`config.mk`:
```
export PLATFORM = sky130hd
export DESIGN_NAME = wvds_cell
export DESIGN_NICKNAME = d
export VERILOG_FILES = /design/src/rtl/wvds_pkg.sv /design/src/rtl/wvds_cell.sv
export SDC_FILE = /design/constraint.sdc
export NUM_CORES = 2
export LEC_CHECK = 0
export BUFFER_PORTS_ARGS = -buffer_cell sky130_fd_sc_hd__buf_2
export CELL_PAD_IN_SITES_DETAIL_PLACEMENT = 1
export CELL_PAD_IN_SITES_GLOBAL_PLACEMENT = 2
export CORE_ASPECT_RATIO = 0.7
export CORE_MARGIN = 2
export CORE_UTILIZATION = 39
export DETAILED_ROUTE_END_ITERATION = 10
export HOLD_SLACK_MARGIN = 0.06
export PLACE_DENSITY_LB_ADDON = 0.1
export SLEW_MARGIN = 10
export SYNTH_ARGS = -nofsm -noshare
export SYNTH_HDL_FRONTEND = slang
export SYNTH_SLANG_ARGS = --single-unit
```
`constraint.sdc`:
```
create_clock -name clk -period 25.4 [get_ports clk]
set_clock_uncertainty 0.2 [all_clocks]
set_input_delay 2.54 -clock clk [delete_from_list [all_inputs] [get_ports clk]]
set_output_delay 2.54 -clock clk [all_outputs]
set_load 0.01 [all_outputs]
```
`src/rtl/wvds_pkg.sv`:
```
`timescale 1ns / 1ps
`default_nettype none
// ---------------------------------------------------------------------------
// wvds_pkg
// Shared types, constants and tables for the wind vector to direction and
// speed pipeline.
// ---------------------------------------------------------------------------
package wvds_pkg;

  // Field widths
  localparam int COMP_W  = 16;   // signed Q8.8 wind component
  localparam int DIR_W   = 15;   // direction, 1/64 degree
  localparam int SPEED_W = 17;   // speed, 1/256 knot

  // Angle path: angles in units of 2^-20 degree
  localparam int XY_W          = 50;  // CORDIC x/y, magnitude scaled by 2^32
  localparam int XY_SHIFT      = 32;
  localparam int Z_W           = 28;  // CORDIC angle accumulator
  localparam int D_W           = 29;  // unsigned direction before rounding
  localparam int ANG_W         = 31;  // signed working width for direction sums
  localparam int CORDIC_STEPS  = 21;

  localparam logic signed [ANG_W-1:0] ANGLE_90  = ANG_W'(94371840);
  localparam logic signed [ANG_W-1:0] ANGLE_270 = ANG_W'(283115520);
  localparam logic signed [ANG_W-1:0] ANGLE_450 = ANG_W'(471859200);
  localparam logic [D_W-1:0]          ANGLE_360 = D_W'(377487360);

  localparam int OUT_SHIFT = 14;
  localparam logic [D_W:0]       DIR_ROUND = (D_W+1)'(8192);
  localparam logic [D_W-OUT_SHIFT:0] DIR_FULL = (D_W-OUT_SHIFT+1)'(23040);

  // Speed path
  localparam int SUM_W     = 32;  // u^2 + v^2
  localparam int SQR_W     = 31;  // one square
  localparam int SQ_W      = 63;  // radicand and root register
  localparam int ROOT_W    = 32;  // final integer root
  localparam int NUM_CELLS = 32;  // one root bit per cell
  localparam int STEP_W    = 5;
  localparam logic [ROOT_W:0] SPEED_ROUND = (ROOT_W+1)'(16384);
  localparam int SPEED_SHIFT = 15;

  // Conversion factor 1 / 0.514444^2 in Q30, truncated
  localparam longint unsigned KNOT_NUM  = 64'd1000000000000;
  localparam longint unsigned KNOT_DEN  = 64'd264652629136;
  localparam longint unsigned KNOT_QINT = KNOT_NUM / KNOT_DEN;
  localparam longint unsigned KNOT_RINT = KNOT_NUM % KNOT_DEN;

  function automatic logic [31:0] knot_factor_q30();
    longint unsigned q;
    longint unsigned r;
    q = KNOT_QINT;
    r = KNOT_RINT;
    for (int i = 0; i < 30; i++) begin
      r = r << 1;
      q = q << 1;
      if (r >= KNOT_DEN) begin
        r = r - KNOT_DEN;
        q = q | 64'd1;
      end
    end
    return q[31:0];
  endfunction

  localparam logic [31:0] KNOT_Q30 = knot_factor_q30();

  // atan(2^-i) in units of 2^-20 degree, rounded to nearest
  function automatic logic signed [Z_W-1:0] atan_entry(input logic [STEP_W-1:0] idx);
    logic signed [Z_W-1:0] val;
    case (idx)
      5'd0:    val = Z_W'(47185920);
      5'd1:    val = Z_W'(27855475);
      5'd2:    val = Z_W'(14718068);
      5'd3:    val = Z_W'(7471121);
      5'd4:    val = Z_W'(3750058);
      5'd5:    val = Z_W'(1876857);
      5'd6:    val = Z_W'(938658);
      5'd7:    val = Z_W'(469357);
      5'd8:    val = Z_W'(234682);
      5'd9:    val = Z_W'(117342);
      5'd10:   val = Z_W'(58671);
      5'd11:   val = Z_W'(29335);
      5'd12:   val = Z_W'(14668);
      5'd13:   val = Z_W'(7334);
      5'd14:   val = Z_W'(3667);
      5'd15:   val = Z_W'(1833);
      5'd16:   val = Z_W'(917);
      5'd17:   val = Z_W'(458);
      5'd18:   val = Z_W'(229);
      5'd19:   val = Z_W'(115);
      5'd20:   val = Z_W'(57);
      default: val = '0;
    endcase
    return val;
  endfunction

  // Payload handed from cell to cell
  typedef struct packed {
    logic signed [XY_W-1:0] x;
    logic signed [XY_W-1:0] y;
    logic signed [Z_W-1:0]  z;
    logic [SQ_W-1:0]        rem;
    logic [SQ_W-1:0]        root;
    logic                   u_neg;
    logic                   v_neg;
    logic                   u_zero;
    logic                   v_zero;
    logic                   missing;
  } lane_t;

endpackage
`default_nettype wire

```
`src/rtl/wvds_cell.sv`:
```
`timescale 1ns / 1ps
`default_nettype none
// ---------------------------------------------------------------------------
// wvds_cell
// One cell of the chain: one vectoring CORDIC rotation (first 21 cells) and
// one bit of the integer square root, then a register.
// ---------------------------------------------------------------------------
module wvds_cell (
  input  logic                             clk,
  input  logic                             rst,
  input  logic [wvds_pkg::STEP_W-1:0]      step,
  input  logic                             up_valid,
  output logic                             up_ready,
  input  wvds_pkg::lane_t                  up_lane,
  output logic                             dn_valid,
  output wvds_pkg::lane_t                  dn_lane,
  input  logic                             dn_ready
);

  localparam int XY_W      = wvds_pkg::XY_W;
  localparam int SQ_W      = wvds_pkg::SQ_W;
  localparam int STEP_W    = wvds_pkg::STEP_W;
  localparam int NUM_CELLS = wvds_pkg::NUM_CELLS;

  // shift right, truncating toward zero
  function automatic logic signed [XY_W-1:0] shr_trunc(
    input logic signed [XY_W-1:0] val,
    input logic [STEP_W-1:0]      sh
  );
    logic signed [XY_W-1:0] fl;
    logic [XY_W-1:0]        mask;
    logic                   lost;
    fl   = val >>> sh;
    mask = ~({XY_W{1'b1}} << sh);
    lost = |(val & mask);
    return fl + $signed({{(XY_W-1){1'b0}}, val[XY_W-1] & lost});
  endfunction

  logic                   valid;
  wvds_pkg::lane_t        lane_next;
  logic signed [XY_W-1:0] xs, ys;
  logic [STEP_W:0]        bit_pos;
  logic [SQ_W-1:0]        sq_bit, trial;

  assign up_ready = !valid || dn_ready;
  assign xs       = shr_trunc(up_lane.x, step);
  assign ys       = shr_trunc(up_lane.y, step);
  assign bit_pos  = {STEP_W'(NUM_CELLS - 1) - step, 1'b0};
  assign sq_bit   = SQ_W'(1) << bit_pos;
  assign trial    = up_lane.root + sq_bit;

  always_comb begin
    lane_next = up_lane;
    // drive y toward zero, accumulate the angle
    if (step < STEP_W'(wvds_pkg::CORDIC_STEPS)) begin
      if (!up_lane.y[XY_W-1]) begin
        lane_next.x = up_lane.x + ys;
        lane_next.y = up_lane.y - xs;
        lane_next.z = up_lane.z + wvds_pkg::atan_entry(step);
      end else begin
        lane_next.x = up_lane.x - ys;
        lane_next.y = up_lane.y + xs;
        lane_next.z = up_lane.z - wvds_pkg::atan_entry(step);
      end
    end
    // settle one root bit
    if (up_lane.rem >= trial) begin
      lane_next.rem  = up_lane.rem - trial;
      lane_next.root = (up_lane.root >> 1) + sq_bit;
    end else begin
      lane_next.root = up_lane.root >> 1;
    end
  end

  always_ff @(posedge clk) begin
    if (rst) begin
      valid <= 1'b0;
    end else if (up_ready) begin
      valid <= up_valid;
    end
  end

  always_ff @(posedge clk) begin
    if (up_ready) begin
      dn_lane <= lane_next;
    end
  end

  assign dn_valid = valid;

endmodule
`default_nettype wire

```
* Word level (Yosys, flattened, before mapping) *
Memory sizes are Yosys's and may differ from the RTL's.
Index checks and enable logic that the tools add are counted.

storage, ports and cells
  register bits = 260
  bits in latches = 0
  memory bits (writable) = 0
  ROM bits = 1664
  bits of input ports = 268
  output and inout bits = 261
  logic and storage cells = 49
  memories kept = 2

cells by class
  $add $sub $neg = 12
  $mul = 0
  divide/modulo/power cells = 0
  magnitude comparators = 2
  equality and inequality tests = 0
  shift operators = 4
  multiplexer cells = 8
  bitwise logic cells = 5
  reductions and logical operators = 4

memory list
  name             depth  width  rd ports  clocked after memory_dff  write ports  RTL line        text
  (no name shown)  32     26     1         0                         0            wvds_pkg.sv:69  case (idx)
  (no name shown)  32     26     1         0                         0            wvds_pkg.sv:69

operator list
  cell                     number
  $mux W128                2
  $mux W28                 4
  $add A50 B2 Y50          2
  $add A50 B50 Y50         2
  $and A50 B50 Y50         2
  $reduce_or A50 Y1        2
  $sshr A50 B5 Y50         2
  $sub A50 B50 Y50         2
  $add A62 B63 Y63         1
  $add A63 B63 Y63         1
  $ge A63 B63 Y1           1
  $mux W63                 1
  $shl A1 B6 Y63 const A   1
  $sub A63 B63 Y63         1
  $mux W62                 1
  $not A50 Y50             1
  $shl A50 B5 Y50 const A  1
  $add A28 B28 Y28         1
  $sub A28 B28 Y28         1
  $lt A5 B5 Y1 const B     1
  $sub A5 B5 Y5 const A    1
  $and A1 B1 Y1            2
  $logic_not A1 Y1         1
  $logic_or A1 B1 Y1       1

* Logic depth before layout (Yosys ltp) *
  word-level depth = 9
  mapped depth = 47
  depth with buffers taken out = 37

* Least setup slack after synthesis *
Ideal clock, no wire load.

  path type = input -> register
  start = input step[4] in the netlist's numbering
  end = register dn_lane[208] in the netlist's numbering, data pin
  setup time = 0.278 ns
  arrival time = 12.069 ns
  required time = 24.922 ns
  path slack = 12.853 ns
  stages on the path = 43
  buffers on the path = 15
  path through = clkbuf_1 buf_6 buf_6 clkbuf_1 clkbuf_1 clkbuf_1 buf_1 clkbuf_1 buf_1 buf_6 clkbuf_1 clkbuf_1 clkbuf_1 buf_1 a22oi_1 a41oi_1 ha_1 ha_1 (+7 left out) o21bai_1 nor3_1 nor2_1 xnor2_1 ha_1 nor2b_1 o21ai_0 nand2b_1 a21oi_1 o21bai_1 a21o_1 a211o_1 a21oi_1 o21ai_0 o41ai_1 xnor2_1 a211oi_1 a311oi_1

RTL lines
  what                    RTL line         text
  start: declaration      wvds_cell.sv:11  input logic [wvds_pkg::STEP_W-1:0] step,
  end signal: assignment  wvds_cell.sv:85  dn_lane <= lane_next;
  end: declaration        wvds_cell.sv:16  output wvds_pkg::lane_t dn_lane,

==> results by group <==
Synth
  • Ys Warns: 0
  • Mapped cell area: 38100 um2
  • Most used DFF post-synth: edfxtp_1
  • Most area-hungry cell type in the Yosys netlist: edfxtp_1
  • Largest cells by area after synthesis: edfxtp_1 20%, ha_1 8.7%, xnor2_1 5.8%
  • Cell count after synthesis: 4573
  • Asr flop ratio synth: 0
  • Syn Area/Cell: 8.33 um2
  • Syn nets: 5111
  • EDFF count, synth: 259
  • #FFs+latches synth: 260
  • Yosys top cell area share: 0.204
  • Library cells used by synthesis: 122
  • Seq/Total Area, Yosys: 0.205

Power
  • Psw: 1.03 mW
  • Power per cell area: 56.1 nW/um2
  • Flop pwr share: 0.262
  • VDD IR max: 0.0508 mV
  • Switching share of power: 0.428
  • Tot Pwr: 2.40 mW
  • Combinational share of power: 0.524
  • Internal: 1.37 mW
  • Clock network power share: 0.214
  • Leakage power: 17.4 nW

Global routing
  • Met3 Use GR: 0.119
  • Total GRT Usage: 0.317
  • Grt met2 use: 0.427
  • First-pass GRT wire length: 242000 um
  • Initial antenna violation count: 28
  • Vias in the first global route: 37200
  • GRT busiest layer: met1
  • Grt total ovfl: 0
  • Largest net degree at the start of global routing: 109
  • Routing usage on met1: 0.460

STA
  • Fmax: 74.4 MHz
  • Setup tns final: 0 ns
  • Measured slew at the worst slew-check pin: 1.30 ns
  • Fin crit period: 13.44 ns
  • Endpoints failing setup: 0
  • Final slew viol count: 0
  • Setup ws final: 11.96 ns
  • Relative slew slack: 0.133
  • Final period utilization: 0.529
  • Final hold vios: 0
  • Unrepaired setup endpoints after global routing: false
  • Worst hold slack: 0.723 ns

Clock network
  • CTS Sinks: 260
  • Post-CTS Setup Inserts: 0
  • Clock Pin Slew Worst Setup and Hold Paths: 0.06 ns
  • CTS max path bufs: 3
  • # hold bufs at CTS: 0
  • Worst skew pair latency: 0.58 ns
  • Inserted Clock Buffers: 34
  • Post-cts repair resize count: 0
  • CTS Root Cell: clkbuf_16
  • H-tree Lvls: 2
  • CTS tree: built

Floorplanning
  • Area of the die: 100000 um2
  • I/O pin total: 529
  • Initial Utilization: 0.395
  • Rows: 95
  • Die W: 378 um
  • Die Ht: 265 um
  • Core area: 96400 um2

Layout
  • Ratio of cells with drive above 1 in the final layout: 0.184
  • Post-layout net count: 5497
  • Fillers: 11800
  • Area growth syn-to-layout: 12.4%

Placement
  • Pre-CTS WS: 11.53 ns
  • IO buf count: 528
  • GPL Wtd Cong: 0.974
  • Post-DP HPWL: 131000 um

Detailed routing
  • Wire per inst: 26.1 um
  • Vias: 38900
  • First-pass iteration count of the detailed router: 7
  • Vias per cell: 6.17
  • DRC: 0
  • Post-route ant nets: 0
  • Routed WL: 165000 um
  • Initial DRC count: 3989

Worst hold path
  • Hold crit path type: reg -> reg
  • Hold Path Cell Cnt: 1
  • Min-delay src: dn_valid$_SDFFE_PP0P_
  • Worst Hold Path EP: dn_lane[134]$_DFFE_PP_

Setup path
  • Worst Path Buf+Inv: 4
  • Worst stage delay on the critical path: 0.90 ns
  • CP Class: in -> reg
  • Reg-to-reg setup timing slack: 22.59 ns
  • CP Max Fanout: 108
  • R2R Path End: dn_lane[125]$_DFFE_PP_
  • CP Capture Type: flip-flop
  • Crit path arrival time: 13.58 ns
  • Worst r2r src: dn_valid$_SDFFE_PP0P_
  • Critical Path RT: 25.54 ns
  • CP max-delay cell: a311oi_4
  • Crit start category: input port
  • CP delay by family, top: compound AO/OA/AOI/OAI gates
  • Cells on worst reg2reg path: 3

Run
  • Maxcap violations: 0

Status
  • Status: complete, no violations
==> placed cells by master (no fill, tap or decap), types with 42 or more instances in the layout <==
| cell | instances |
|---|---|
| a31oi_1 | 109 |
| nor3_1 | 87 |
| a21o_1 | 110 |
| nand2_1 | 478 |
| o21a_1 | 42 |
| nand3_1 | 108 |
| o22ai_1 | 49 |
| ha_1 | 266 |
| o21bai_1 | 47 |
| mux4_2 | 96 |
| xnor2_1 | 252 |
| nor2b_1 | 49 |
| nor2_1 | 445 |
| edfxtp_1 | 259 |
| and3_1 | 47 |
| buf_4 | 49 |
| xor2_1 | 220 |
| nand4_1 | 52 |
| nand2b_1 | 68 |
| a211oi_1 | 43 |
| inv_1 | 88 |
| and2_1 | 49 |
| mux2i_1 | 94 |
| a21oi_1 | 352 |
| mux2_2 | 93 |
| buf_2 | 522 |
| o21ai_0 | 300 |
==> state kept, by name, summed over array words and instances, names as in the netlist <==
| name | flops |
|---|---|
| dn_lane | 259 |
| dn_valid | 1 |
==> layer usage <==
metal / share of wire / wire [um]
met5: 0.0014 / 229
met4: 0.026 / 4250
met3: 0.11 / 18600
met2: 0.39 / 64900
met1: 0.47 / 76800
==> cell type report <==
cell class | instances | area [um2] | area share
timing repair buffer | 574 | 3020 | 0.0705
tap | 1309 | 1640 | 0.0383
multi-input combinational | 3997 | 28800 | 0.674
inverter | 92 | 347 | 0.00810
antenna | 21 | 52.6 | 0.00123
clock buffer | 42 | 881 | 0.0206
clock inverter | 19 | 239 | 0.00558
sequential | 260 | 7800 | 0.182
==> power by group through the flow <==
stage / clock network [mW] / logic [mW] / registers, mW
floorplan: 0 / 0.771 / 0.693
global placement: 0 / 1.22 / 0.637
detailed placement: 0 / 1.23 / 0.638
CTS: 0.527 / 1.24 / 0.632
global route: 0.540 / 1.37 / 0.638
finish: 0.513 / 1.26 / 0.630
==> how the worst max path moves through the flow <==
| stage | endpoint | cells past startpoint | start |
|---|---|---|---|
| 6_report | dn_lane[5]$_DFFE_PP_ | 29 | step[1] |
| 5_1_grt | dn_lane[5]$_DFFE_PP_ | 33 | step[1] |
| 4_1_cts | dn_lane[5]$_DFFE_PP_ | 33 | step[1] |
| 3_5_place_dp | dn_lane[5]$_DFFE_PP_ | 33 | step[1] |
| 3_3_place_gp | dn_lane[19]$_DFFE_PP_ | 31 | step[1] |
| 2_1_floorplan | dn_lane[208]$_DFFE_PP_ | 43 | step[4] |
==> cells in the mapped netlist, types with 89 or more instances <==
cell type  number
xnor2_1       252
ha_1          266
clkbuf_1      122
inv_1          89
a21oi_1       352
mux4_2         96
mux2i_1        94
a21o_1        110
xor2_1        220
o21ai_0       300
nand3_1       108
nand2_1       478
mux2_2         93
edfxtp_1      259
a31oi_1       109
nor2_1        446
==> stage by stage <==
stage / utilization / instance area [um2] / cells
after floorplan: - / 38100 / 4573
after global routing: 0.444 / 42800 / 6307
after CTS: 0.443 / 42700 / 6292
after detailed placement: 0.432 / 41600 / 6231
final: 0.444 / 42800 / 6314
after global placement: 0.432 / 41600 / 6231
==> kinds of logic after synthesis <==
group | count (synthesis) | share of synthesized area
muxes | 303 | 0.122
DFF | 260 | 0.205
adders and majority gates | 271 | 0.0897
and+or+nand+nor | 1580 | 0.202
xor gates and xnor gates | 473 | 0.109
buffers and inverters | 316 | 0.0396
AOI/OAI and AO/OA | 1370 | 0.232
==> worst register-to-register path, cell delays in order, from the launching register on <==
cell and delay (ns):
dfxtp_1 0.34, nand2b_4 0.36, buf_4 0.59, buf_4 0.86
Note: power is estimated with default switching activity, not from simulation.
