==> src/rtl/wvds_pkg.sv <==
`timescale 1ns / 1ps
`default_nettype none
// ---------------------------------------------------------------------------
// wvds_pkg
// Shared types, constants and tables for the wind vector to direction and
// speed pipeline.
// ---------------------------------------------------------------------------
package wvds_pkg;

  // Field widths
  localparam int COMP_W  = 16;   // signed Q8.8 wind component
  localparam int DIR_W   = 15;   // direction, 1/64 degree
  localparam int SPEED_W = 17;   // speed, 1/256 knot

  // Angle path: angles in units of 2^-20 degree
  localparam int XY_W          = 50;  // CORDIC x/y, magnitude scaled by 2^32
  localparam int XY_SHIFT      = 32;
  localparam int Z_W           = 28;  // CORDIC angle accumulator
  localparam int D_W           = 29;  // unsigned direction before rounding
  localparam int ANG_W         = 31;  // signed working width for direction sums
  localparam int CORDIC_STEPS  = 21;

  localparam logic signed [ANG_W-1:0] ANGLE_90  = ANG_W'(94371840);
  localparam logic signed [ANG_W-1:0] ANGLE_270 = ANG_W'(283115520);
  localparam logic signed [ANG_W-1:0] ANGLE_450 = ANG_W'(471859200);
  localparam logic [D_W-1:0]          ANGLE_360 = D_W'(377487360);

  localparam int OUT_SHIFT = 14;
  localparam logic [D_W:0]       DIR_ROUND = (D_W+1)'(8192);
  localparam logic [D_W-OUT_SHIFT:0] DIR_FULL = (D_W-OUT_SHIFT+1)'(23040);

  // Speed path
  localparam int SUM_W     = 32;  // u^2 + v^2
  localparam int SQR_W     = 31;  // one square
  localparam int SQ_W      = 63;  // radicand and root register
  localparam int ROOT_W    = 32;  // final integer root
  localparam int NUM_CELLS = 32;  // one root bit per cell
  localparam int STEP_W    = 5;
  localparam logic [ROOT_W:0] SPEED_ROUND = (ROOT_W+1)'(16384);
  localparam int SPEED_SHIFT = 15;

  // Conversion factor 1 / 0.514444^2 in Q30, truncated
  localparam longint unsigned KNOT_NUM  = 64'd1000000000000;
  localparam longint unsigned KNOT_DEN  = 64'd264652629136;
  localparam longint unsigned KNOT_QINT = KNOT_NUM / KNOT_DEN;
  localparam longint unsigned KNOT_RINT = KNOT_NUM % KNOT_DEN;

  function automatic logic [31:0] knot_factor_q30();
    longint unsigned q;
    longint unsigned r;
    q = KNOT_QINT;
    r = KNOT_RINT;
    for (int i = 0; i < 30; i++) begin
      r = r << 1;
      q = q << 1;
      if (r >= KNOT_DEN) begin
        r = r - KNOT_DEN;
        q = q | 64'd1;
      end
    end
    return q[31:0];
  endfunction

  localparam logic [31:0] KNOT_Q30 = knot_factor_q30();

  // atan(2^-i) in units of 2^-20 degree, rounded to nearest
  function automatic logic signed [Z_W-1:0] atan_entry(input logic [STEP_W-1:0] idx);
    logic signed [Z_W-1:0] val;
    case (idx)
      5'd0:    val = Z_W'(47185920);
      5'd1:    val = Z_W'(27855475);
      5'd2:    val = Z_W'(14718068);
      5'd3:    val = Z_W'(7471121);
      5'd4:    val = Z_W'(3750058);
      5'd5:    val = Z_W'(1876857);
      5'd6:    val = Z_W'(938658);
      5'd7:    val = Z_W'(469357);
      5'd8:    val = Z_W'(234682);
      5'd9:    val = Z_W'(117342);
      5'd10:   val = Z_W'(58671);
      5'd11:   val = Z_W'(29335);
      5'd12:   val = Z_W'(14668);
      5'd13:   val = Z_W'(7334);
      5'd14:   val = Z_W'(3667);
      5'd15:   val = Z_W'(1833);
      5'd16:   val = Z_W'(917);
      5'd17:   val = Z_W'(458);
      5'd18:   val = Z_W'(229);
      5'd19:   val = Z_W'(115);
      5'd20:   val = Z_W'(57);
      default: val = '0;
    endcase
    return val;
  endfunction

  // Payload handed from cell to cell
  typedef struct packed {
    logic signed [XY_W-1:0] x;
    logic signed [XY_W-1:0] y;
    logic signed [Z_W-1:0]  z;
    logic [SQ_W-1:0]        rem;
    logic [SQ_W-1:0]        root;
    logic                   u_neg;
    logic                   v_neg;
    logic                   u_zero;
    logic                   v_zero;
    logic                   missing;
  } lane_t;

endpackage
`default_nettype wire

==> src/rtl/wvds_front.sv <==
`timescale 1ns / 1ps
`default_nettype none
// ---------------------------------------------------------------------------
// wvds_front
// Three-stage front end: magnitudes and squares, sum of squares, knot
// scaling product and seeding of the cell chain.
// ---------------------------------------------------------------------------
module wvds_front (
  input  logic                                clk,
  input  logic                                rst,
  input  logic                                up_valid,
  output logic                                up_ready,
  input  logic signed [wvds_pkg::COMP_W-1:0]  wind_east,
  input  logic signed [wvds_pkg::COMP_W-1:0]  wind_north,
  input  logic signed [wvds_pkg::COMP_W-1:0]  missing_code,
  output logic                                dn_valid,
  output wvds_pkg::lane_t                     dn_lane,
  input  logic                                dn_ready
);

  localparam int COMP_W   = wvds_pkg::COMP_W;
  localparam int SQR_W    = wvds_pkg::SQR_W;
  localparam int SUM_W    = wvds_pkg::SUM_W;
  localparam int SQ_W     = wvds_pkg::SQ_W;
  localparam int XY_W     = wvds_pkg::XY_W;
  localparam int XY_SHIFT = wvds_pkg::XY_SHIFT;

  logic valid0, valid1, valid2;
  logic ready0, ready1, ready2;

  // stage 0
  logic [COMP_W-1:0] au0, av0;
  logic              un0, vn0, miss0;
  logic [SQR_W-1:0]  usq0, vsq0;
  // stage 1
  logic [COMP_W-1:0] au1, av1;
  logic              un1, vn1, miss1;
  logic [SUM_W-1:0]  sum1;

  logic signed [2*COMP_W-1:0] usq_full, vsq_full;
  logic [2*SUM_W-1:0]         prod;

  assign ready2   = !valid2 || dn_ready;
  assign ready1   = !valid1 || ready2;
  assign ready0   = !valid0 || ready1;
  assign up_ready = ready0;

  assign usq_full = wind_east * wind_east;
  assign vsq_full = wind_north * wind_north;
  assign prod     = sum1 * wvds_pkg::KNOT_Q30;

  always_ff @(posedge clk) begin
    if (rst) begin
      valid0 <= 1'b0;
      valid1 <= 1'b0;
      valid2 <= 1'b0;
    end else begin
      if (ready0) valid0 <= up_valid;
      if (ready1) valid1 <= valid0;
      if (ready2) valid2 <= valid1;
    end
  end

  always_ff @(posedge clk) begin
    if (ready0) begin
      au0   <= wind_east[COMP_W-1]  ? $unsigned(-wind_east)  : $unsigned(wind_east);
      av0   <= wind_north[COMP_W-1] ? $unsigned(-wind_north) : $unsigned(wind_north);
      un0   <= wind_east[COMP_W-1];
      vn0   <= wind_north[COMP_W-1];
      miss0 <= (wind_east == missing_code);
      usq0  <= usq_full[SQR_W-1:0];
      vsq0  <= vsq_full[SQR_W-1:0];
    end
    if (ready1) begin
      au1  <= au0;
      av1  <= av0;
      un1  <= un0;
      vn1  <= vn0;
      miss1 <= miss0;
      sum1 <= SUM_W'(usq0) + SUM_W'(vsq0);
    end
    if (ready2) begin
      dn_lane.x       <= $signed(XY_W'({au1, {XY_SHIFT{1'b0}}}));
      dn_lane.y       <= $signed(XY_W'({av1, {XY_SHIFT{1'b0}}}));
      dn_lane.z       <= '0;
      dn_lane.rem     <= prod[SQ_W-1:0];
      dn_lane.root    <= '0;
      dn_lane.u_neg   <= un1;
      dn_lane.v_neg   <= vn1;
      dn_lane.u_zero  <= (au1 == '0);
      dn_lane.v_zero  <= (av1 == '0);
      dn_lane.missing <= miss1;
    end
  end

  assign dn_valid = valid2;

endmodule
`default_nettype wire

==> config.mk <==
export PLATFORM = sky130hd
export DESIGN_NAME = wvds_front
export DESIGN_NICKNAME = d
export VERILOG_FILES = /design/src/rtl/wvds_pkg.sv /design/src/rtl/wvds_front.sv
export SDC_FILE = /design/constraint.sdc
export NUM_CORES = 2
export LEC_CHECK = 0
export ABC_AREA = 0
export BUFFER_PORTS_ARGS = -buffer_cell sky130_fd_sc_hd__buf_2
export CAP_MARGIN = 20
export CORE_MARGIN = 2
export CORE_UTILIZATION = 45
export DETAILED_ROUTE_END_ITERATION = 6
export GPL_TIMING_DRIVEN = 1
export HOLD_SLACK_MARGIN = 0.02
export SETUP_SLACK_MARGIN = 0.02
export SLEW_MARGIN = 20
export SYNTH_ARGS = -nofsm -noshare
export SYNTH_HDL_FRONTEND = slang
export SYNTH_SLANG_ARGS = --single-unit
export TNS_END_PERCENT = 50
==> constraint.sdc <==
create_clock -name clk -period 7.6 [get_ports clk]
set_input_delay 1.52 -clock clk [delete_from_list [all_inputs] [get_ports clk]]
set_output_delay 1.52 -clock clk [all_outputs]
set_load 0.03 [all_outputs]
After elaboration in Yosys (flattened, before gate mapping)
Cells that the tools add are included.
{ "word_totals": {"ff_bits": 267, "latch_bits": 0, "mem_bits_rw": 0, "mem_bits_ro": 0, "in_bits": 52, "output_inout_bits": 261, "elab_cells": 43, "mem_count": 0} }
{ "op_classes": {"addsub": 3, "multipliers": 3, "div_mod_pow": 0, "magnitude_cmp": 0, "n_eq_ne": 1, "shifts": 0, "muxes": 2, "bitwise_logic": 0, "reduce_logical": 8} }
{ "ops": {"columns": ["op", "count"], "rows": [
  ["32-bit by 32-bit multiplier with 63-bit output, second input constant", 1],
  ["16-bit by 16-bit multiplier with 31-bit output", 2],
  ["31-bit by 31-bit adder with 32-bit output", 1],
  ["16-bit logical NOT", 2],
  ["16-bit negator", 2],
  ["15-bit 2-to-1 mux", 2],
  ["16-bit == test", 1],
  ["1-bit logical NOT", 3],
  ["1-bit logical OR", 3]
]} }

Depth between registers and ports, before layout
{ "depth": {"word_depth": 4, "ltp_mapped": 27, "mapped_depth_nobuf": 27} }

Worst setup path after synthesis
OpenSTA, ideal clock, no wires.
{ "synth_path": {"kind": "input-to-reg", "from": "in wind_north[9] (netlist name)", "to": "reg vsq0[30], data pin", "setup_time_ps": 260, "arrival_time_ps": 7432, "required_ps": 7340, "setup_slack_ps": -92, "path_stages": 25, "n_path_buf": 3, "path_cell_list": "clkbuf_1 > clkbuf_1 > nand2_1 > fa_1 > inv_1 > fa_1 > inv_1 > fa_1 > inv_1 > fa_1 > inv_1 > fa_1 > inv_1 > fa_1 > ha_1 > buf_2 > a21oi_1 > nand2_1 > a221o_1 > a221o_1 > nand2_1 > or3b_1 > a31o_1 > a21oi_1 > xnor2_1"} }
{ "synth_via": {"elab_chain_cells": 1} }
{ "synth_rtl": {"columns": ["item", "line", "text"], "rows": [
  ["from (decl)", "wvds_front.sv:14", "input logic signed [wvds_pkg::COMP_W-1:0] wind_north,"],
  ["16-bit by 16-bit multiplier with 31-bit output", "wvds_front.sv:49", "assign vsq_full = wind_north * wind_north;"],
  ["net vsq_full[30]", "wvds_front.sv:40", "logic signed [2*COMP_W-1:0] usq_full, vsq_full;"],
  ["to (signal assigned)", "wvds_front.sv:72", "vsq0 <= vsq_full[SQR_W-1:0];"],
  ["to (decl)", "wvds_front.sv:34", "logic [SQR_W-1:0] usq0, vsq0;"]
]} }
The timed path passes the listed nets, and every way through them passes these cells.
A chain may end at the register's enable or synchronous reset.

Final worst setup path
{ "layout_path": {"from": "reg sum1[2]", "to": "reg dn_lane[116] (netlist name), data pin"} }
{ "layout_via": {"elab_chain_cells": 1} }
{ "layout_rtl": {"columns": ["item", "line", "text"], "rows": [
  ["from (decl)", "wvds_front.sv:38", "logic [SUM_W-1:0] sum1;"],
  ["from (signal assigned)", "wvds_front.sv:80", "sum1 <= SUM_W'(usq0) + SUM_W'(vsq0);"],
  ["32-bit by 32-bit multiplier with 63-bit output", "wvds_front.sv:50", "assign prod = sum1 * wvds_pkg::KNOT_Q30;"],
  ["net prod[48]", "wvds_front.sv:41", "logic [2*SUM_W-1:0] prod;"],
  ["to (decl)", "wvds_front.sv:17", "output wvds_pkg::lane_t dn_lane,"]
]} }
The timed path passes the listed nets, and every way through them passes these cells.

==> run summary <==
gate count after technology mapping: 4394
HP Start: au0[1]
busiest grt layer: met2
I/O Buffers: 153
CTS Buf Count: 34
number of global-route vias before repair: 31506
met1 usage in global routing: 0.266
Sequential Area: 7870 um^2
vias per cell: 4.79
DP Worst Slack: -0.0881 ns
Root Driver: clkbuf_16
worst-margin pin slew: 0.988 ns
remaining global-route overflow: 0
final setup vio count: 0
delay-heaviest family, CP: adder cells
critical path class: flop to flop
commonest cells after routing, fill and taps aside: 1262 x inv_1, 880 x fa_1, 538 x ha_1, 260 x edfxtp_1, 216 x nand2_1
Total Routing Usage GR: 0.209
n_diodes: 0
initial core utilization: 0.455
period utilization: 0.948
ys async rst share: 0
H-tree levels: 2
layout cell share with drive strength beyond 1: 0.0918
final worst slack: 0.398 ns
drt drc: 0
worst min path class: flop to flop
met2 Use GR: 0.377
Hold Vio Cnt, Final: 0
CTS sink cnt: 263
most used cell along the critical path: fa_1
CP arrival: 7.52 ns
Via Count: 29230
final instance area: 50000 um^2
Detailed Route WL: 105 mm
Reg clk slew, reported paths: 0.06 ns
Avg WL per Cell: 17.2 um
area fraction in compound gates after synthesis: 0.0572
post-placement cell area: 48900 um^2
Distinct cells, synth: 75
Pins Over Slew Limit: 0
Synth-to-Final Area Change: 9.38%
register area share after synthesis: 0.172
first-pass iteration count of the detailed router: 5
core area: 100000 um^2
initial antenna violation count: 1
clk_skew: 0.0358 ns
number of DRC markers in iteration 0: 1423
EDFF count, synth: 260
post-placement cell count: 6038
met3 Usage GRT: 0.0244
Die H: 323 um
unrepaired setup endpoints after global routing: no
Ys Warns: 0
Synth Area in XOR/XNOR: 0.0393
Final TNS setup: 0 ns
Post-Synth Adder-Cell Area: 0.532
crit-path max cell delay: 0.55 ns
Final min period: 7.20 ns
footprint of the multi-input gates: 32200 um^2
slowest CP cell: fa_1
Post-synth top flop: edfxtp_1
DRT antenna net count: 0
Max Clock Freq: 139 MHz
I/O pin count: 313
worst reg2reg setup slack: 0.40 ns
synthesized area per cell: 10.4 um^2
WHS Path Cells: 0
Worst Setup End Kind: flop
CTS tree: built
pin count of the biggest net entering global routing: 68
status: complete, no violations
reg-to-reg startpoint: sum1[2]
Clk Latency, worst-skew pair: 0.59 ns
Req. time, crit path: 7.92 ns
GPL Wtd Cong: 0.941
largest fanout on the critical path: 3
max-cap check violation count: 0
Max Root-Sink Buffers: 3
R2R depth: 25
global-route wire length before repair: 168 mm
Bufs and invs on worst path: 6
detailed placement HPWL: 92.8 mm
fillers: 9469
R2R Path End: dn_lane[116]
mux contribution to synthesized area: 0.000246
postcts setup bufs: 0
nets: 6187
largest family of logic cells by synthesized area: adder cells
Post-Synth Simple-Gate Area: 0.0622
commonest non-fill, non-tap cell in the layout: inv_1
Slew HR: 0.341
cell area after synthesis: 45700 um^2
Non-Filler Instances: 6097
startpoint class of the critical path: flop
row cnt: 116
Die Area: 104000 um^2
die width: 323 um
synthesized flop and latch total: 263
end of the worst hold path: au1[1]
state kept, by name, indices dropped and copies added (netlist names), 16 cells and up:
| signal | flops |
|---|---|
| au1 | 16 |
| av1 | 16 |
| dn_lane | 100 |
| vsq0 | 29 |
| usq0 | 29 |
| sum1 | 32 |
| au0 | 16 |
| av0 | 16 |
synthesized netlist by cell type (all sizes together) (2+ instances only):
cell type	instances	area, um^2
clkbuf	62	233
and3	11	73.8
xnor2	152	1330
nor2	148	556
ha	538	6730
a41oi	5	58.8
or2	7	43.8
nor4	15	115
a31o	3	26.3
o21bai	19	143
inv	1267	4760
a211oi	9	72.6
o2111ai	3	26.3
nand4b	2	17.5
o21a	19	143
clkinv	7	26.3
or3	12	75.1
dfxtp	3	60.1
and2	73	457
fa	880	17600
o31ai	15	131
nor2b	16	100
a21oi	136	699
a21boi	5	37.5
o21ai	80	400
nand3b	2	15.0
xor2	53	464
nand3	23	115
nand2	217	815
nand2b	22	138
nor3b	2	15.0
a221o	5	50.1
and4	4	35.0
edfxtp	260	7810
a21o	61	458
a221oi	5	50.0
a31oi	20	125
nor3	22	115
nand4	16	100
buf	166	1230
o41ai	8	96.4
or4	4	30.0
o211ai	5	37.5
metal layers:
| layer | vias up | part of all wire |
|---|---|---|
| met5 | - | 0 |
| met4 | 0 | 0.027 |
| met3 | 144 | 0.041 |
| met2 | 521 | 0.52 |
| met1 | 14820 | 0.41 |
| li1 | 13745 | - |
worst register-to-register path, stage by stage, from the launching register on:
cell	delay [ns]
edfxtp_1	0.40
inv_1	0.11
fa_1	0.54
inv_1	0.05
fa_1	0.48
inv_1	0.06
fa_1	0.50
fa_1	0.48
fa_1	0.55
inv_1	0.06
fa_1	0.45
fa_1	0.49
inv_1	0.05
fa_1	0.50
inv_1	0.04
ha_1	0.28
a21o_1	0.18
a21oi_1	0.14
o21bai_1	0.10
a21oi_1	0.16
o31ai_1	0.13
a221o_1	0.31
a221oi_1	0.51
o21ai_1	0.11
a21oi_1	0.19
xnor2_1	0.09
stage by stage:
step	util	hold slack, ns
finish	0.498	0.415
global route	0.498	0.423
CTS	0.498	0.417
detailed placement	0.487	0.405
global placement	0.487	0.401
floorplan	-	0.400
how the worst max path moves through the flow:
stage | startpoint | endpoint | slack (ns) | cells after the start
2_1_floorplan | wind_north[12] | vsq0[30] | -0.003 | 25
3_5_place_dp | wind_north[9] | vsq0[30] | -0.09 | 24
4_1_cts | sum1[4] | dn_lane[130] | 0.24 | 27
6_report | sum1[2] | dn_lane[116] | 0.40 | 25
5_1_grt | sum1[10] | dn_lane[130] | 0.03 | 26
3_3_place_gp | wind_north[9] | vsq0[30] | -0.10 | 24
area by class of cell:
type                            instances  share of cell area
Multi-Input combinational cell       2787               0.644
Sequential cell                       263               0.157
Inverter                             1274              0.0957
Timing Repair Buffer                  357              0.0464
Tap cell                             1357              0.0339
Clock buffer                           40              0.0175
Clock inverter                         19             0.00493
cell families after synthesis:
logic type               count (synthesis)
other                                    1
flip-flops                             263
adder cells (fa/ha/maj)               1418
XOR/XNOR                               205
AND/OR/NAND/NOR                        599
multiplexers                             1
AO/OA/AOI/OAI                          405
buffers and inverters                 1502
timing repair:
action | CTS | global route
setup endpoints to repair | 0 | 4
hold buffers | 0 | 0
gates resized for setup | 0 | 2
Power is left out: the tool's default activity adds up to more than one toggle a clock period on the data nets, which glitch-free logic cannot reach.
