$ cat config.mk
export PLATFORM = sky130hd
export DESIGN_NAME = wvds_finish
export DESIGN_NICKNAME = d
export VERILOG_FILES = /design/src/rtl/wvds_pkg.sv /design/src/rtl/wvds_finish.sv
export SDC_FILE = /design/constraint.sdc
export NUM_CORES = 1
export LEC_CHECK = 0
export ABC_AREA = 0
export BUFFER_PORTS_ARGS = -buffer_cell sky130_fd_sc_hd__buf_2
export CORE_MARGIN = 2
export CORE_UTILIZATION = 43
export DETAILED_ROUTE_END_ITERATION = 6
export PLACE_DENSITY_LB_ADDON = 0.2
export SKIP_LAST_GASP = 1
export SYNTH_ARGS = -nofsm -noshare
export SYNTH_HDL_FRONTEND = slang
export SYNTH_SLANG_ARGS = --single-unit
$ cat constraint.sdc
create_clock -name clk -period 5.15 [get_ports clk]
set_clock_uncertainty 0.2 [all_clocks]
set_input_delay 1.03 -clock clk [delete_from_list [all_inputs] [get_ports clk]]
set_output_delay 1.03 -clock clk [all_outputs]
set_load 0.02 [all_outputs]
$ cat src/rtl/wvds_pkg.sv
`timescale 1ns / 1ps
`default_nettype none
// ---------------------------------------------------------------------------
// wvds_pkg
// Shared types, constants and tables for the wind vector to direction and
// speed pipeline.
// ---------------------------------------------------------------------------
package wvds_pkg;

  // Field widths
  localparam int COMP_W  = 16;   // signed Q8.8 wind component
  localparam int DIR_W   = 15;   // direction, 1/64 degree
  localparam int SPEED_W = 17;   // speed, 1/256 knot

  // Angle path: angles in units of 2^-20 degree
  localparam int XY_W          = 50;  // CORDIC x/y, magnitude scaled by 2^32
  localparam int XY_SHIFT      = 32;
  localparam int Z_W           = 28;  // CORDIC angle accumulator
  localparam int D_W           = 29;  // unsigned direction before rounding
  localparam int ANG_W         = 31;  // signed working width for direction sums
  localparam int CORDIC_STEPS  = 21;

  localparam logic signed [ANG_W-1:0] ANGLE_90  = ANG_W'(94371840);
  localparam logic signed [ANG_W-1:0] ANGLE_270 = ANG_W'(283115520);
  localparam logic signed [ANG_W-1:0] ANGLE_450 = ANG_W'(471859200);
  localparam logic [D_W-1:0]          ANGLE_360 = D_W'(377487360);

  localparam int OUT_SHIFT = 14;
  localparam logic [D_W:0]       DIR_ROUND = (D_W+1)'(8192);
  localparam logic [D_W-OUT_SHIFT:0] DIR_FULL = (D_W-OUT_SHIFT+1)'(23040);

  // Speed path
  localparam int SUM_W     = 32;  // u^2 + v^2
  localparam int SQR_W     = 31;  // one square
  localparam int SQ_W      = 63;  // radicand and root register
  localparam int ROOT_W    = 32;  // final integer root
  localparam int NUM_CELLS = 32;  // one root bit per cell
  localparam int STEP_W    = 5;
  localparam logic [ROOT_W:0] SPEED_ROUND = (ROOT_W+1)'(16384);
  localparam int SPEED_SHIFT = 15;

  // Conversion factor 1 / 0.514444^2 in Q30, truncated
  localparam longint unsigned KNOT_NUM  = 64'd1000000000000;
  localparam longint unsigned KNOT_DEN  = 64'd264652629136;
  localparam longint unsigned KNOT_QINT = KNOT_NUM / KNOT_DEN;
  localparam longint unsigned KNOT_RINT = KNOT_NUM % KNOT_DEN;

  function automatic logic [31:0] knot_factor_q30();
    longint unsigned q;
    longint unsigned r;
    q = KNOT_QINT;
    r = KNOT_RINT;
    for (int i = 0; i < 30; i++) begin
      r = r << 1;
      q = q << 1;
      if (r >= KNOT_DEN) begin
        r = r - KNOT_DEN;
        q = q | 64'd1;
      end
    end
    return q[31:0];
  endfunction

  localparam logic [31:0] KNOT_Q30 = knot_factor_q30();

  // atan(2^-i) in units of 2^-20 degree, rounded to nearest
  function automatic logic signed [Z_W-1:0] atan_entry(input logic [STEP_W-1:0] idx);
    logic signed [Z_W-1:0] val;
    case (idx)
      5'd0:    val = Z_W'(47185920);
      5'd1:    val = Z_W'(27855475);
      5'd2:    val = Z_W'(14718068);
      5'd3:    val = Z_W'(7471121);
      5'd4:    val = Z_W'(3750058);
      5'd5:    val = Z_W'(1876857);
      5'd6:    val = Z_W'(938658);
      5'd7:    val = Z_W'(469357);
      5'd8:    val = Z_W'(234682);
      5'd9:    val = Z_W'(117342);
      5'd10:   val = Z_W'(58671);
      5'd11:   val = Z_W'(29335);
      5'd12:   val = Z_W'(14668);
      5'd13:   val = Z_W'(7334);
      5'd14:   val = Z_W'(3667);
      5'd15:   val = Z_W'(1833);
      5'd16:   val = Z_W'(917);
      5'd17:   val = Z_W'(458);
      5'd18:   val = Z_W'(229);
      5'd19:   val = Z_W'(115);
      5'd20:   val = Z_W'(57);
      default: val = '0;
    endcase
    return val;
  endfunction

  // Payload handed from cell to cell
  typedef struct packed {
    logic signed [XY_W-1:0] x;
    logic signed [XY_W-1:0] y;
    logic signed [Z_W-1:0]  z;
    logic [SQ_W-1:0]        rem;
    logic [SQ_W-1:0]        root;
    logic                   u_neg;
    logic                   v_neg;
    logic                   u_zero;
    logic                   v_zero;
    logic                   missing;
  } lane_t;

endpackage
`default_nettype wire

$ cat src/rtl/wvds_finish.sv
`timescale 1ns / 1ps
`default_nettype none
// ---------------------------------------------------------------------------
// wvds_finish
// Three-stage back end: quadrant fold, wrap into one turn, rounding to
// 1/64 degree; speed rounding; result register.
// ---------------------------------------------------------------------------
module wvds_finish (
  input  logic                                clk,
  input  logic                                rst,
  input  logic                                up_valid,
  output logic                                up_ready,
  input  wvds_pkg::lane_t                     up_lane,
  output logic                                dn_valid,
  output logic [wvds_pkg::DIR_W-1:0]          direction,
  output logic [wvds_pkg::SPEED_W-1:0]        speed_knots,
  output logic                                is_missing,
  input  logic                                dn_ready
);

  localparam int ANG_W       = wvds_pkg::ANG_W;
  localparam int D_W         = wvds_pkg::D_W;
  localparam int DIR_W       = wvds_pkg::DIR_W;
  localparam int SPEED_W     = wvds_pkg::SPEED_W;
  localparam int ROOT_W      = wvds_pkg::ROOT_W;
  localparam int OUT_SHIFT   = wvds_pkg::OUT_SHIFT;
  localparam int SPEED_SHIFT = wvds_pkg::SPEED_SHIFT;

  logic valid_a, valid_b, valid_c;
  logic ready_a, ready_b, ready_c;

  logic [D_W-1:0]     d_raw_a, d_b;
  logic [SPEED_W-1:0] spd_a, spd_b;
  logic               miss_a, miss_b;

  logic signed [ANG_W-1:0] angle, base, d_sum;
  logic                    sub;
  logic [ROOT_W:0]         spd_sum;
  logic [D_W:0]            d_round;
  logic [D_W-OUT_SHIFT:0]  dir_q;

  assign ready_c  = !valid_c || dn_ready;
  assign ready_b  = !valid_b || ready_c;
  assign ready_a  = !valid_a || ready_b;
  assign up_ready = ready_a;

  // direction = 270 - atan2(v,u), folded per quadrant
  always_comb begin
    angle = up_lane.u_zero ? wvds_pkg::ANGLE_90 : ANG_W'(up_lane.z);
    case ({up_lane.u_neg, up_lane.v_neg})
      2'b00:   begin base = wvds_pkg::ANGLE_270; sub = 1'b1; end
      2'b01:   begin base = wvds_pkg::ANGLE_270; sub = 1'b0; end
      2'b10:   begin base = wvds_pkg::ANGLE_90;  sub = 1'b0; end
      2'b11:   begin base = wvds_pkg::ANGLE_450; sub = 1'b1; end
      default: begin base = wvds_pkg::ANGLE_270; sub = 1'b1; end
    endcase
    if (up_lane.u_zero && up_lane.v_zero) begin
      d_sum = wvds_pkg::ANGLE_270;
    end else if (sub) begin
      d_sum = base - angle;
    end else begin
      d_sum = base + angle;
    end
  end

  assign spd_sum = {1'b0, up_lane.root[ROOT_W-1:0]} + wvds_pkg::SPEED_ROUND;
  assign d_round = {1'b0, d_b} + wvds_pkg::DIR_ROUND;
  assign dir_q   = d_round[D_W:OUT_SHIFT];

  always_ff @(posedge clk) begin
    if (rst) begin
      valid_a <= 1'b0;
      valid_b <= 1'b0;
      valid_c <= 1'b0;
    end else begin
      if (ready_a) valid_a <= up_valid;
      if (ready_b) valid_b <= valid_a;
      if (ready_c) valid_c <= valid_b;
    end
  end

  always_ff @(posedge clk) begin
    if (ready_a) begin
      d_raw_a <= d_sum[D_W-1:0];
      spd_a   <= spd_sum[SPEED_SHIFT +: SPEED_W];
      miss_a  <= up_lane.missing;
    end
    if (ready_b) begin
      d_b    <= (d_raw_a >= wvds_pkg::ANGLE_360) ? d_raw_a - wvds_pkg::ANGLE_360 : d_raw_a;
      spd_b  <= spd_a;
      miss_b <= miss_a;
    end
    if (ready_c) begin
      direction   <= (dir_q >= wvds_pkg::DIR_FULL) ? '0 : dir_q[DIR_W-1:0];
      speed_knots <= spd_b;
      is_missing  <= miss_b;
    end
  end

  assign dn_valid = valid_c;

endmodule
`default_nettype wire
-- Word-level counts from Yosys, hierarchy flattened
Index checks and enable logic that the tools add are counted.
- bits in registers: 130
- bits in latches: 0
- memory bits (writable): 0
- bits in read-only memories: 0
- input bits: 263
- output and inout bits: 35
- word-level logic and storage cells: 38
- memories kept: 0
- $add $sub $neg: 5
- multipliers: 0
- divide/modulo/power cells: 0
- magnitude comparators: 2
- eq/ne operators: 3
- shift-type cells: 0
- mux-type cells: 5
- bitwise operators: 0
- reduce and logical (&&, ||, !) cells: 11
- operators by type and width (operator ; number):
    2-to-1 mux 29 bit ; 3
    one-hot mux 29 bit (3 select lines) ; 1
    adder 32 x 15 -> 32 bit (second input constant) ; 1
    adder 29 x 14 -> 30 bit (second input constant) ; 1
    adder 29 bit ; 1
    >= comparator 29 bit (second input constant) ; 1
    subtractor 29 bit ; 1
    subtractor 29 bit (second input constant) ; 1
    >= comparator 16 x 15 -> 1 bit (second input constant) ; 1
    OR reduction 2 bit ; 3
    equality test 2 bit (second input constant) ; 2
    logical NOT 1 bit ; 3
    logical OR 1 bit ; 3
    equality test 2 x 1 -> 1 bit (second input constant) ; 1
    logical NOT 2 bit ; 1
    one-hot mux 1 bit (2 select lines) ; 1
    logical AND 1 bit ; 1

-- Longest topological paths before layout
- word-level depth: 5
- gate-level depth with buffers: 23
- depth with buffers taken out: 18

-- Worst setup path before layout
No wires, ideal clock.
- path type: input to register
- from: input port up_lane[2] (netlist name)
- to: register d_raw_a[28] (data pin)
- setup time: 0.266 ns
- arrival: 5.089 ns
- required time: 4.684 ns
- setup slack: -0.404 ns
- stages on the path: 22
- path buffers: 5
- cell sequence: buf_2 -> buf_1 -> clkbuf_1 -> buf_1 -> nor2b_1 -> inv_1 -> ha_1 -> buf_2 -> or4b_1 -> nor4_2 -> a21o_1 -> nand2_1 -> inv_1 -> a21oi_1 -> o31a_1 -> ha_1 -> a21oi_1 -> inv_1 -> or3_1 -> a31oi_1 -> o21ai_1 -> mux2i_1
- cells in the longest elaborated chain, start to end: 3
- elaborated cells between the ends (all ways): 5
- those cells by class: add/sub (2); mux (2); reduce/logical (1)
- RTL lines (item ; line ; text):
    start, declared ; wvds_finish.sv:13 ; input wvds_pkg::lane_t up_lane,
    2-to-1 mux 29 bit ; wvds_finish.sv:49 ; angle = up_lane.u_zero ? wvds_pkg::ANGLE_90 : ANG_W'(up_lane.z);
    adder 29 bit / subtractor 29 bit (equally long branches) ; wvds_finish.sv:62, wvds_finish.sv:60 ;
    2-to-1 mux 29 bit ; wvds_finish.sv:59 ; end else if (sub) begin
    end signal, assigned ; wvds_finish.sv:84 ; d_raw_a <= d_sum[D_W-1:0];
    end, declared ; wvds_finish.sv:32 ; logic [D_W-1:0] d_raw_a, d_b;
Several ways; a longest one is shown, not always the timed one.
A chain may end at the register's enable or synchronous reset.

-- Worst setup path in the final report
- from: input port up_lane[131] (netlist name)
- to: register d_raw_a[28] (data pin)
- cells in the longest elaborated chain, start to end: 3
- elaborated cells between the ends (all ways): 4
- those cells by class: add/sub (2); mux (2)
- RTL lines (item ; line):
    2-to-1 mux 29 bit (*) ; wvds_finish.sv:49
    adder 29 bit / subtractor 29 bit (equally long branches) ; wvds_finish.sv:62, wvds_finish.sv:60
    2-to-1 mux 29 bit (*) ; wvds_finish.sv:59
Every way passes the cells marked *; elsewhere a longest branch is shown, timed or not.

==> reports/metrics.csv <==
stage,metric,value,unit
timing,Final period util,0.881,
clock_tree,clock transition at the registers of the reported paths,0.05,ns
route,Routed WL,14.2,mm
clock_tree,H-tree lvl count,4,
cells_and_area,# nets final,991,
route,Vias,5158,
cells_and_area,Filler Cell Count,1313,
worst_setup_path,CP arrival,4.47,ns
logic_synthesis,Yosys warnings,0,
worst_setup_path,crit path kind,in2reg,
worst_setup_path,CP max FO,6,
pwr,Clock power frac,0.375,
grt,grt ovf,0,
pwr,Seq pwr share,0.423,
die,die width,129,µm
route,met2 wire len,6.63,mm
cells_and_area,Util after Layout,0.525,
pwr,power per standard cell area,392,mW/mm²
timing,max-slew violation count,0,
cells_and_area,most frequent cells in the layout,"114 x edfxtp_1, 89 x buf_2, 73 x nor2_1, 38 x nand2_1, 36 x xnor2_1",
cells_and_area,layout cell share with drive strength beyond 1,0.222,
cells_and_area,final instance area,0.00799,mm²
clock_tree,clk sinks,117,
worst_setup_path,"Largest stage delay, worst path",0.52,ns
die,Core ar.,0.0152,mm²
placement,Port Buf Inserts,89,
placement,placed cell areas,0.00738,mm²
run_status,status,completed,
clock_tree,post-CTS setup buffers,0,
timing,Setup Viol. Count Final,0,
job,max cap viols,0,
logic_synthesis,asr flop ratio synth,0,
timing,Slew HR,0.206,
logic_synthesis,top cell type's share of synthesized area,0.513,
worst_setup_path,Setup crit end,d_raw_a[28],
logic_synthesis,top post-synthesis cells by area,"edfxtp_1 51%, xnor2_1 4.7%, nor2_1 4.1%, xor2_1 2.9%, ha_1 2.2%",
cells_and_area,area delta synth->final,19.7,%
logic_synthesis,Seq cells post-synth,117,
worst_setup_path,Critical R2R Capture,direction[10],
die,I/O Pins,298,
cells_and_area,multi-input combinational cell area,0.00301,mm²
cells_and_area,"commonest non-fill, non-tap cell in the layout",edfxtp_1,
route,Highest Signal Layer,met4,
placement,Setup WS pre-CTS,0.233,ns
worst_setup_path,CP startpoint kind,input pin,
placement,routability cong.,0.899,
logic_synthesis,Mapped Area,0.00667,mm²
cells_and_area,Register Area,0.00348,mm²
logic_synthesis,Synth area leader,edfxtp_1,
grt,largest net degree at the start of global routing,48,
die,Die Ht,129,µm
route,Post-DRT Antenna Nets,0,
worst_setup_path,crit path capture type,flip-flop,
timing,setup_tns,0,ns
route,Post-Route M1 WL,6.40,mm
logic_synthesis,Synth cell types,73,
clock_tree,post-cts sizing count,0,
pwr,sw frac,0.283,
clock_tree,Root Driver,clkbuf_16,
worst_hold_path,Hold/Removal Path Class,reg2reg,
clock_tree,CTS tree,done,
pwr,net load switching power,886,µW
pwr,Pleak,3.08,nW
grt,initial antenna violation count,1,
worst_setup_path,worst reg-to-reg setup slack,1.65,ns
worst_setup_path,Crit path required time,5.08,ns
pwr,Worst IR Drop VDD,187,µV
clock_tree,Clock Latency Late Sink,0.40,ns
route,WL met3,767,µm
logic_synthesis,Post-synth EDFFs,114,
logic_synthesis,sequential fraction of the synthesis area,0.522,
worst_setup_path,CP cell instances,buf_2 -> nor2b_1 -> inv_1 -> ha_1 -> or4b_4 -> nor4_4 -> a21o_1 -> nand2_1 -> inv_1 -> a21oi_1 -> o31a_1 -> ha_1 -> a21oi_1 -> inv_1 -> or3_1 -> a31oi_1 -> o21ai_1 -> mux2i_1,
worst_setup_path,Worst R2R Path Depth,9,
timing,RSZ-0062 raised after global routing,no,
clock_tree,Max Root-Sink Buffers,2,
die,Initial Util,0.439,
worst_setup_path,"most used cell, CP",inv_1,
pwr,P_int,2.25,mW
route,drt via density,5.62,
die,row cnt,45,
route,Avg WL per Cell,15.5,µm
timing,"Hold Vio Cnt, Final",0,
die,Die Area,0.0165,mm²
logic_synthesis,cells after synthesis,617,
worst_setup_path,CP Launch Point,up_lane[131],
timing,worst slew pin tran,1.19,ns
worst_setup_path,Slowest cell on crit path,or4b_4,
logic_synthesis,Syn Nets,892,
timing,hold slack,0.215,ns
timing,Setup WS post-layout,0.611,ns
route,DRC viols,0,
route,Pre-antenna DRT Iters,5,
placement,hpwl dp,10.5,mm
timing,Fmax,220,MHz
grt,GRT Util Overall,0.175,
worst_setup_path,r2r startpoint,d_b[13],
pwr,combinational fraction of design power,0.203,
logic_synthesis,"Top FF cell, synth",edfxtp_1,
clock_tree,number of buffers inserted by hold repair at cts,0,
timing,minimum clock period,4.54,ns
route,DRT iter0 DRCs,464,
logic_synthesis,Syn Area/Cell,10.8,µm²
clock_tree,Num CTS Buffers,17,
grt,number of global-route vias before repair,4820,
grt,first-pass GRT wire length,22.9,mm
layout make-up:
type,instances,area share
sequential,117,0.436
multi-input combinational,453,0.377
timing repair buffer,106,0.0717
clock buffer,17,0.0533
tap,188,0.0294
clock inverter,15,0.0221
inverter,21,0.00987
antenna,1,0.000313
worst max-delay path: cells and delay by family:
kind	cells	cell delay, ns
AO/OA/AOI/OAI	6	1.09
adder cells (fa/ha/maj)	2	0.41
buffers and inverters	4	0.42
multiplexers	1	0.16
AND/OR/NAND/NOR	5	1.35
routing by layer:
| layer | GRT usage | vias to the layer above |
|---|---|---|
| met2 | 0.285 | 188 |
| met3 | 0.0353 | 21 |
| met1 | 0.226 | 2408 |
| met4 | 0.0825 | 0 |
| li1 | - | 2541 |
| met5 | 0 | - |
state kept, by name, summed over array words and instances (netlist names):
signal       count
d_raw_a         29
spd_a           17
spd_b           17
speed_knots     17
d_b             16
direction       15
dn_valid         1
is_missing       1
miss_a           1
miss_b           1
valid_a          1
valid_b          1
synth_stat cells, types with 2 or more instances:
| cell | count |
|---|---|
| a41oi_1 | 3 |
| nor2b_1 | 8 |
| and3_1 | 7 |
| mux2_2 | 3 |
| nand3_1 | 20 |
| or3_1 | 10 |
| a31oi_1 | 6 |
| and2_1 | 8 |
| ha_1 | 12 |
| nor3_1 | 22 |
| buf_1 | 5 |
| nor3_2 | 3 |
| a211oi_1 | 4 |
| a21oi_1 | 27 |
| buf_2 | 7 |
| o21a_1 | 3 |
| nand2b_1 | 10 |
| xnor2_1 | 36 |
| mux2i_1 | 9 |
| nor4b_1 | 3 |
| inv_1 | 21 |
| or2_2 | 4 |
| a211o_1 | 2 |
| nor4_1 | 11 |
| o2111ai_1 | 2 |
| o31ai_1 | 6 |
| o211ai_1 | 3 |
| o211a_1 | 3 |
| or4_1 | 9 |
| a2111o_1 | 4 |
| o31a_1 | 3 |
| xor2_1 | 22 |
| a2111oi_0 | 3 |
| nand2_1 | 39 |
| dfxtp_1 | 3 |
| clkbuf_1 | 13 |
| edfxtp_1 | 114 |
| nor4_2 | 3 |
| o21ai_0 | 18 |
| or4b_1 | 2 |
| and4_1 | 5 |
| nor2_1 | 73 |
| a21o_1 | 4 |
| nand4_1 | 15 |
cell families (layout without fill, tap and decap cells):
logic type | count (synthesis) | after routing | share of synthesized area
xor+xnor | 58 | 58 | 0.0761
flops | 117 | 117 | 0.522
buf+inv | 47 | 159 | 0.0289
simple gates | 259 | 259 | 0.210
compound gates | 112 | 112 | 0.122
mux | 12 | 12 | 0.0186
fa+ha+maj | 12 | 12 | 0.0225
other cells | 0 | 1 | 0
power by group through the flow:
stage	Sequential [mW]	Combinational [mW]	Clock, mW
after CTS	1.32	0.631	1.19
after global routing	1.34	0.704	1.24
after detailed placement	1.34	0.628	0
after global placement	1.33	0.610	0
after floorplan	1.40	0.373	0
final	1.33	0.634	1.17
metrics by stage:
stage | power (mW) | std cells
after global placement | 1.94 | 885
after CTS | 3.15 | 917
after global routing | 3.29 | 918
final | 3.13 | 918
after floorplan | 1.77 | 617
after detailed placement | 1.97 | 885
how the worst min path moves through the flow:
stage | cells past startpoint | slack, ns | endpoint | startpoint
floorplan | 0 | 0.20 | is_missing | miss_b
global placement | 0 | 0.20 | speed_knots[3] | spd_b[3]
detailed placement | 0 | 0.20 | spd_b[0] | spd_a[0]
CTS | 0 | 0.22 | spd_b[8] | spd_a[8]
global route | 0 | 0.22 | spd_b[0] | spd_a[0]
finish | 0 | 0.22 | spd_b[8] | spd_a[8]
Power figures use the tool's default switching activity.
